==> src/triggered_sample_ramp_defines.svh <==
// Assertion macros for the triggered sample ramp block
`ifndef TRIGGERED_SAMPLE_RAMP_DEFINES_SVH
`define TRIGGERED_SAMPLE_RAMP_DEFINES_SVH

// same-cycle implication, sampled on clk, off during reset
`define TSRAMP_ASSERT_NOW(label, ante, cons, msg) \
	label: assert property (@(posedge clk) disable iff (!arst_n) (ante) |-> (cons)) \
		else $error(msg);

// next-cycle implication, sampled on clk, off during reset
`define TSRAMP_ASSERT_NEXT(label, ante, cons, msg) \
	label: assert property (@(posedge clk) disable iff (!arst_n) (ante) |=> (cons)) \
		else $error(msg);

`endif

==> src/tsramp_pkg.sv <==
// Package: opcodes, state codes and controller/datapath interface types
`default_nettype none
package tsramp_pkg;

	localparam int FIELD_W   = 24;
	localparam int FRAC_BITS = 16;
	localparam int RAMP_W    = FRAC_BITS + 1;
	localparam int STEP_W    = $clog2(FRAC_BITS);

	localparam logic [RAMP_W-1:0] RAMP_ONE  = RAMP_W'(1) << FRAC_BITS;
	localparam logic [RAMP_W-1:0] RAMP_ZERO = '0;

	localparam logic [1:0] OP_SAMPLE  = 2'd0;
	localparam logic [1:0] OP_SET_LEN = 2'd1;
	localparam logic [1:0] OP_STOP    = 2'd2;

	typedef enum logic [2:0] {
		ST_IDLE = 3'b001,
		ST_DIV  = 3'b010,
		ST_OUT  = 3'b100
	} state_t;

	typedef struct packed {
		logic take;
		logic step;
	} dp_cmd_t;

	typedef struct packed {
		logic is_sample;
		logic div_needed;
	} dp_status_t;

endpackage
`default_nettype wire

==> src/tsramp_dp.sv <==
// Datapath: ramp state, result registers and serial fraction divider
`default_nettype none
`include "triggered_sample_ramp_defines.svh"
module tsramp_dp #(
	parameter int COUNT_BITS = 24
) (
	input  wire                                   clk,
	input  wire                                   arst_n,
	input  wire                                   cfg_we,
	input  wire                                   cfg_wdata,
	input  wire                                   [1:0] opcode,
	input  wire                                   trigger_level,
	input  wire  [tsramp_pkg::FIELD_W-1:0]        period_in,
	input  tsramp_pkg::dp_cmd_t                   cmd,
	output tsramp_pkg::dp_status_t                status,
	output logic [tsramp_pkg::FIELD_W-1:0]        count,
	output logic [tsramp_pkg::RAMP_W-1:0]         ramp
);

	localparam int FW = tsramp_pkg::FIELD_W;
	localparam int RW = tsramp_pkg::RAMP_W;

	logic [COUNT_BITS-1:0] count_q;
	logic [COUNT_BITS-1:0] length_q;
	logic                  last_level_q;
	logic                  loop_armed_q;
	logic                  loop_enable_q;

	logic [COUNT_BITS-1:0] out_count_q;
	logic [COUNT_BITS-1:0] rem_q;
	logic [COUNT_BITS-1:0] divisor_q;
	logic [RW-1:0]         quot_q;

	logic [COUNT_BITS-1:0] period_c;
	logic                  is_sample;
	logic                  trig;
	logic [COUNT_BITS-1:0] cnt_eff;
	logic [COUNT_BITS-1:0] len_eff;
	logic                  below;
	logic [COUNT_BITS:0]   rem_shift;
	logic                  rem_ge;

	assign period_c  = COUNT_BITS'(period_in);
	assign is_sample = (opcode == tsramp_pkg::OP_SAMPLE);
	assign trig      = is_sample & trigger_level & ~last_level_q;
	assign cnt_eff   = trig ? '0 : count_q;
	assign len_eff   = trig ? period_c : length_q;
	assign below     = (cnt_eff < len_eff);

	assign status.is_sample  = is_sample;
	assign status.div_needed = below;

	assign rem_shift = {rem_q, 1'b0};
	assign rem_ge    = (rem_shift >= {1'b0, divisor_q});

	always_ff @(posedge clk or negedge arst_n) begin
		if (!arst_n) begin
			loop_enable_q <= 1'b0;
		end else if (cfg_we) begin
			loop_enable_q <= cfg_wdata;
		end
	end

	always_ff @(posedge clk or negedge arst_n) begin
		if (!arst_n) begin
			count_q      <= '0;
			length_q     <= '0;
			last_level_q <= 1'b0;
			loop_armed_q <= 1'b0;
		end else if (cmd.take) begin
			case (opcode)
				tsramp_pkg::OP_SET_LEN: begin
					length_q <= period_c;
				end
				tsramp_pkg::OP_STOP: begin
					count_q <= length_q;
				end
				tsramp_pkg::OP_SAMPLE: begin
					length_q     <= len_eff;
					last_level_q <= trigger_level;
					if (below) begin
						count_q      <= cnt_eff + COUNT_BITS'(1);
						loop_armed_q <= loop_enable_q;
					end else if (loop_armed_q) begin
						count_q <= '0;
					end else begin
						count_q <= cnt_eff;
					end
				end
				default: begin
				end
			endcase
		end
	end

	// load snapshot on a sample, then one quotient bit per step
	always_ff @(posedge clk) begin
		if (cmd.take && is_sample) begin
			out_count_q <= cnt_eff;
			rem_q       <= cnt_eff;
			divisor_q   <= len_eff;
			if (below || len_eff == '0) begin
				quot_q <= tsramp_pkg::RAMP_ZERO;
			end else begin
				quot_q <= tsramp_pkg::RAMP_ONE;
			end
		end else if (cmd.step) begin
			quot_q <= {quot_q[RW-2:0], rem_ge};
			if (rem_ge) begin
				rem_q <= COUNT_BITS'(rem_shift - {1'b0, divisor_q});
			end else begin
				rem_q <= COUNT_BITS'(rem_shift);
			end
		end
	end

	assign count = FW'(out_count_q);
	assign ramp  = quot_q;

	`TSRAMP_ASSERT_NEXT(a_sample_count_advances, cmd.take && is_sample && below,
		count_q == $past(cnt_eff) + COUNT_BITS'(1), "count did not advance below length")
	`TSRAMP_ASSERT_NOW(a_rem_below_divisor, cmd.step, rem_q < divisor_q,
		"divider remainder not below divisor")

endmodule
`default_nettype wire

==> src/tsramp_ctrl.sv <==
// Controller: handshakes and divider step sequencing
`default_nettype none
`include "triggered_sample_ramp_defines.svh"
module tsramp_ctrl (
	input  wire                      clk,
	input  wire                      arst_n,
	input  wire                      in_valid,
	output logic                     in_ready,
	output logic                     out_valid,
	input  wire                      out_ready,
	input  tsramp_pkg::dp_status_t   status,
	output tsramp_pkg::dp_cmd_t      cmd
);

	localparam int SW = tsramp_pkg::STEP_W;
	localparam logic [SW-1:0] STEP_LAST = SW'(tsramp_pkg::FRAC_BITS - 1);

	tsramp_pkg::state_t state_q;
	logic [SW-1:0]      step_q;

	assign in_ready  = (state_q == tsramp_pkg::ST_IDLE);
	assign out_valid = (state_q == tsramp_pkg::ST_OUT);
	assign cmd.take  = in_valid & in_ready;
	assign cmd.step  = (state_q == tsramp_pkg::ST_DIV);

	always_ff @(posedge clk or negedge arst_n) begin
		if (!arst_n) begin
			state_q <= tsramp_pkg::ST_IDLE;
			step_q  <= '0;
		end else begin
			case (state_q)
				tsramp_pkg::ST_IDLE: begin
					step_q <= '0;
					if (cmd.take && status.is_sample) begin
						if (status.div_needed) begin
							state_q <= tsramp_pkg::ST_DIV;
						end else begin
							state_q <= tsramp_pkg::ST_OUT;
						end
					end
				end
				tsramp_pkg::ST_DIV: begin
					step_q <= step_q + SW'(1);
					if (step_q == STEP_LAST) begin
						state_q <= tsramp_pkg::ST_OUT;
					end
				end
				tsramp_pkg::ST_OUT: begin
					if (out_ready) begin
						state_q <= tsramp_pkg::ST_IDLE;
					end
				end
				default: begin
					state_q <= tsramp_pkg::ST_IDLE;
				end
			endcase
		end
	end

	`TSRAMP_ASSERT_NOW(a_no_accept_during_result, out_valid, !in_ready,
		"input taken while result pending")
	`TSRAMP_ASSERT_NEXT(a_div_ends_in_out, cmd.step && step_q == STEP_LAST, out_valid,
		"divider finished without presenting result")
	`TSRAMP_ASSERT_NEXT(a_sample_starts_div, cmd.take && status.is_sample && status.div_needed,
		cmd.step && step_q == '0, "fraction division did not start")

endmodule
`default_nettype wire

==> src/triggered_sample_ramp.sv <==
// A set, stop or unused opcode is taken while idle and gives no result.
// A sample gives its result in the cycle after transfer at count >= length,
// else after the 16-step serial fraction divider has run.
// Throughput: one item in flight; the next transfer waits until the result is taken.
// Reset: arst_n asynchronously clears count, length, trigger history,
// loop arm and loop enable, and returns the controller to idle.
`default_nettype none
module triggered_sample_ramp #(
	parameter int COUNT_BITS = 24
) (
	input  wire                                clk,
	input  wire                                arst_n,
	input  wire                                cfg_we,
	input  wire                                cfg_wdata,
	input  wire                                in_valid,
	output logic                               in_ready,
	input  wire  [1:0]                         opcode,
	input  wire                                trigger_level,
	input  wire  [tsramp_pkg::FIELD_W-1:0]     period_in,
	output logic                               out_valid,
	input  wire                                out_ready,
	output logic [tsramp_pkg::FIELD_W-1:0]     count,
	output logic [tsramp_pkg::RAMP_W-1:0]      ramp
);

	tsramp_pkg::dp_cmd_t    cmd;
	tsramp_pkg::dp_status_t status;

	tsramp_ctrl u_ctrl (
		.clk       (clk),
		.arst_n    (arst_n),
		.in_valid  (in_valid),
		.in_ready  (in_ready),
		.out_valid (out_valid),
		.out_ready (out_ready),
		.status    (status),
		.cmd       (cmd)
	);

	tsramp_dp #(
		.COUNT_BITS (COUNT_BITS)
	) u_dp (
		.clk           (clk),
		.arst_n        (arst_n),
		.cfg_we        (cfg_we),
		.cfg_wdata     (cfg_wdata),
		.opcode        (opcode),
		.trigger_level (trigger_level),
		.period_in     (period_in),
		.cmd           (cmd),
		.status        (status),
		.count         (count),
		.ramp          (ramp)
	);

endmodule
`default_nettype wire

==> config.mk <==
export PLATFORM = sky130hd
export DESIGN_NAME = triggered_sample_ramp
export DESIGN_NICKNAME = d
export VERILOG_FILES = /design/src/tsramp_pkg.sv /design/src/tsramp_dp.sv /design/src/tsramp_ctrl.sv /design/src/triggered_sample_ramp.sv
export VERILOG_INCLUDE_DIRS = /design/src /design/src/src
export SDC_FILE = /design/constraint.sdc
export NUM_CORES = 1
export LEC_CHECK = 0
export ABC_CLOCK_PERIOD_IN_PS = 7950
export BUFFER_PORTS_ARGS = -buffer_cell sky130_fd_sc_hd__clkbuf_2
export CORE_ASPECT_RATIO = 1.25
export CORE_MARGIN = 4
export CORE_UTILIZATION = 55
export DETAILED_ROUTE_END_ITERATION = 16
export HOLD_SLACK_MARGIN = 0.05
export PLACE_DENSITY = 0.83
export SLEW_MARGIN = 20
export SYNTH_ARGS = -nofsm -noshare
export SYNTH_HDL_FRONTEND = slang
export SYNTH_HIERARCHICAL = 1
export SYNTH_SLANG_ARGS = --single-unit
==> constraint.sdc <==
create_clock -name clk -period 7.95 [get_ports clk]
set_input_delay 0.3975 -clock clk [delete_from_list [all_inputs] [get_ports clk]]
set_output_delay 0.3975 -clock clk [all_outputs]
set_load 0.005 [all_outputs]
# Word-level counts from Yosys, hierarchy flattened
# Cells that the tools add are included.
# totals
register_bits,147
output_inout_bits,43
# classes
muxes,18
n_reduce_logical,13
n_eq_ne,9
addsub,3
magnitude_cmp,2
bitwise,4
# op_table
operator,n
$mux W24,7
$pmux W24 S2,2
$mux W17,3
$ge A25 B24 Y1,1
$add A24 B1 Y24 const B,1
$logic_not A24 Y1,1
$lt A24 B24 Y1,1
$sub A24 B24 Y24,1
$mux W3,4
$pmux W3 S3,1
$pmux W4 S2,1
$reduce_bool A2 Y1,4
$reduce_and A2 Y1,3
$reduce_and A3 Y1,2
$add A4 B1 Y4 const B,1
$eq A4 B4 Y1 const B,1
$ne A2 B1 Y1 const B,2
$and A1 B1 Y1,3
$eq A3 B1 Y1 const B,1
$eq A3 B2 Y1 const B,1
$eq A3 B3 Y1 const B,1
$eq A2 B1 Y1 const B,1
$eq A2 B2 Y1 const B,1
$logic_not A2 Y1,1
other kinds (4),4

# Longest topological paths before layout
# depth
ltp_word,8
depth_mapped,18
ltp_nobuf,15

# Hierarchy
# Netlist, hierarchy kept.
# by_module_without_submodules
module,cells_each,n_inst,area_per_inst_um2,seq_area_each_um2
tsramp_dp,887,1,8627.0,3948.8
tsramp_ctrl,38,1,389.1,176.4

# Least setup slack after synthesis
# OpenSTA, ideal clock, no wires.
# synth_path
kind,input to register
from,in opcode[1]
to,reg u_ctrl.state_q[2]
required_time_ps,7826
arrival_ps,3666
slack_ps,4159
stages,14
path_cell_list,nor4b_2 > buf_2 > buf_2 > buf_2 > mux2i_1 > ha_1 > a21o_1 > a21o_1 > a21oi_1 > nand2_1 > inv_2 > buf_4 > nor3_1 > a211o_2
# synth_via
elab_chain_len,8
elab_cells_between_ends,12
cone_classes,order compare: 1; eq/ne: 1; mux: 5; bitwise: 2; reduce/logical: 3
# synth_lines
item,line,text
from (decl),triggered_sample_ramp.sv:17,"input wire [1:0] opcode,"
$logic_not A2 Y1 *,tsramp_dp.sv:44,assign is_sample = (opcode == tsramp_pkg::OP_SAMPLE);
$and A1 B1 Y1 * (2 in a row),tsramp_dp.sv:45,assign trig = is_sample & trigger_level & ~last_level_q;
"$mux W24, on equally long branches","tsramp_dp.sv:46, tsramp_dp.sv:47",
$lt A24 B24 Y1 *,tsramp_dp.sv:48,assign below = (cnt_eff < len_eff);
net u_dp.below,tsramp_dp.sv:39,logic below;
$mux W3 *,tsramp_ctrl.sv:35,if (status.div_needed) begin
$mux W3 *,tsramp_ctrl.sv:34,if (cmd.take && status.is_sample) begin
$pmux W3 S3 *,tsramp_ctrl.sv:31,case (state_q)
to (signal assigned),tsramp_ctrl.sv:28,state_q <= tsramp_pkg::ST_IDLE;
to (signal assigned),tsramp_ctrl.sv:36,state_q <= tsramp_pkg::ST_DIV;
to (signal assigned),tsramp_ctrl.sv:38,state_q <= tsramp_pkg::ST_OUT;
to (decl),tsramp_ctrl.sv:18,tsramp_pkg::state_t state_q;
# The timed path passes the listed nets; every way through them passes the cells marked *. The select of a mux whose other input is x is not followed.
# A chain may end at the register's enable or synchronous reset.

==> metrics <==
Setup Viol. Count Final 0; clock sink count 147; number of nets in the layout around 1,100; vertical die dimension approximately 150 µm; share of synthesized flip-flops with an asynchronous set or reset around two fifths; number of synthesized register bits 147; count of distinct cell types in the synthesized netlist 70; path depth of the worst reg2reg path 10; placed cells ~1,200; kind of start point of the critical path primary input; Worst Setup SP opcode[1]; die footprint ~0.019 mm²; Worst Clk Skew between 0.01 and 0.015 ns; netlist area before placement about 0.0090 mm²; clock period minus worst slack about 5 ns; CTS Hold Buffers Added 0; syn nets a little over 1,000; IR drop worst, VDD between 0.15 and 0.2 mV; GR Overflow Total 0; Yosys Warn Count 6; transition at the pin with the smallest max-transition slack 1.04 ns; Iteration-0 DRC Markers around 860; Resize count post-CTS 0; commonest non-fill, non-tap cell in the layout edfxtp_1; most used flip-flop cell after synthesis edfxtp_1; Critical path destination u_ctrl/state_q[2]; sequential cell area fraction in the yosys report a little under half; Leakage between 4 and 5 nW; worst max-slew margin expressed relative to the limit a little under a third; number of buffers inserted to repair setup after CTS 0; ratio of final minimum period to clock period between 60 and 70%; DR WL/cell about 20 µm; per-instance average area after synthesis between 9 and 10 µm²; final-layout setup total negative slack 0 ns; total wire length after detailed routing between 20,000 and 25,000 µm; TritonCTS Buffers 17; starting density of the core around 56%; critical path arrival 5.17 ns; share of final-layout standard cells stronger than drive strength 1 between 10% and 20%; number of I/O port buffers 75; clock tree from TritonCTS built; initial antenna violation count 0; number of global-route vias before repair 7,240; total vias in the final route 7,535; antenna cells 0; Critical Path Sink Type flop; top cell family by delay on the critical path simple AND/OR/NAND/NOR gates; drt via density between 6 and 7; Final Slew Violations 0; worst path required time 8.26 ns; dominant cell type by count on the critical path a21o_1; io pins between 70 and 80; antenna violation net count after detailed routing 0; setup slack of the worst register-to-register path approximately 3.2 ns; number of logic stages on the critical path including buffering 11; number of instances in the synthesized netlist ~900; All-Layer GR Usage approximately a quarter; critical setup path kind in2reg; achievable frequency slightly above 200 MHz; power density cells about 310 mW/mm²; Post-synth EDFFs between 80 and 90; class of the most critical hold timing path in2async; maximum number of buffers from clock root to sink 2; number of buffers and inverters on the critical path 2; clock-pin transition on the worst setup and hold timing paths 0.06 ns; DR pass1 iterations 5; number of H-tree levels 4; post-DP HPWL ~17,000 µm; cell-by-cell listing of the critical path clkbuf_2 > or4b_1 > and2_1 > ha_1 > a21o_1 > a21o_1 > a21oi_1 > nand2_1 > inv_2 > nor3_1 > a211o_2; highest-count cells in the layout ignoring fill and taps edfxtp_1, clkbuf_2, nand2_1; maximum fanout count along the critical path 34; largest stage delay on the critical path 1.13 ns; clock root buffer clkbuf_16; RSZ-0062 raised after global routing false; result of the run completed; final hold violation count 0; non-filler cells, final 1,204; Worst path slowest cell or4b_1; clock latency on the worst-skew pair 0.44 ns; final weighted congestion of routability-driven global placement 0.945; max-capacitance violation count 0; synth-to-layout area growth 12.6%; maximum number of pins on one net before global-route repair approximately 80; Crit Reg-Reg Endpoint u_ctrl/state_q[2]; core outline area ~0.016 mm²; first-pass GRT wire length ~37,000 µm; RR Startpoint u_dp/last_level_q; end-of-flow core utilization ~63%; remaining design rule violation count 0; x dimension of the die roughly 120 µm; site row count 52
==> cell families after synthesis <==
family	Yosys count	share of synthesized area, %
adders and majority gates	49	6.88
buffers and inverters	119	5.31
and+or+nand+nor	313	17.8
muxes	61	7.15
xor gates and xnor gates	30	2.91
DFF	147	45.8
AOI/OAI and AO/OA	206	14.1
==> final cells by class <==
cell class / instances / area, µm²
sequential: 147 / 4130
multi-input combinational: 659 / 4440
clock buffer: 17 / 425
clock inverter: 15 / 204
fill: 1330 / 5980
inverter: 67 / 258
tap: 216 / 270
timing repair buffer: 83 / 435
==> synthesized netlist by cell type (10+ instances only) <==
cell type	number	area [µm²]
mux2i_1	34	340
xor2_1	11	96.3
a211oi_1	10	75.1
nand2_1	71	267
nand3_1	35	175
xnor2_1	19	166
mux2_2	27	304
clkbuf_1	39	146
nand2b_1	11	68.8
inv_1	64	240
and2_1	30	188
nor2b_1	14	87.6
and3_1	24	150
o21ai_0	46	230
nor3_1	23	115
nand4_1	12	75.1
nor2_1	55	206
edfxtp_1	89	2670
ha_1	48	601
a31oi_1	22	138
a21oi_1	67	335
dfrtp_1	57	1430
a21o_1	11	82.6
==> where the power goes <==
part           internal (mW)  switching (mW)  leakage [nW]
combinational          0.424           0.727          2.55
clock                  0.527           0.333         0.298
sequential              1.01           0.139          1.53
total                   1.96            1.20          4.38
==> per-layer routing <==
metal	share of wire, %	track usage [%]	vias up
met3	7.7	4.97	72
met4	3.3	10.6	0
met5	0	0	-
met2	49	43.1	384
met1	40	33.4	3624
li1	-	-	3455
==> flip-flops by register name (all words and copies together) (netlist names) <==
register	count
u_dp/length_q	24
u_dp/last_level_q	1
u_dp/ramp	17
u_ctrl/step_q	4
u_dp/loop_enable_q	1
u_dp/count_q	24
u_dp/count	24
u_ctrl/state_q	3
u_dp/rem_q	24
u_dp/divisor_q	24
u_dp/loop_armed_q	1
==> through the flow <==
| step | hold WS, ns | cell area, µm² | total power [mW] | worst slack, ns |
|---|---|---|---|---|
| 2_1_floorplan | 0.102 | 9020 | 1.94 | 4.16 |
| 3_3_place_gp | 0.470 | 9520 | 2.22 | 2.90 |
| 3_5_place_dp | 0.480 | 9520 | 2.26 | 2.83 |
| 4_1_cts | 0.133 | 10100 | 3.13 | 3.29 |
| 5_1_grt | 0.189 | 10200 | 3.33 | 2.95 |
| 6_report | 0.105 | 10200 | 3.16 | 3.09 |
==> worst min-delay path by stage <==
stage / to / slack (ns) / depth (start not counted)
after floorplan: u_ctrl/state_q[1] / 0.10 / 0
after global placement: u_dp/count_q[23] / 0.47 / 2
after detailed placement: u_dp/count_q[23] / 0.48 / 2
after CTS: u_dp/length_q[3] / 0.13 / 2
after global routing: u_dp/length_q[3] / 0.19 / 2
final: u_dp/length_q[6] / 0.11 / 2
Power figures use the tool's default switching activity.
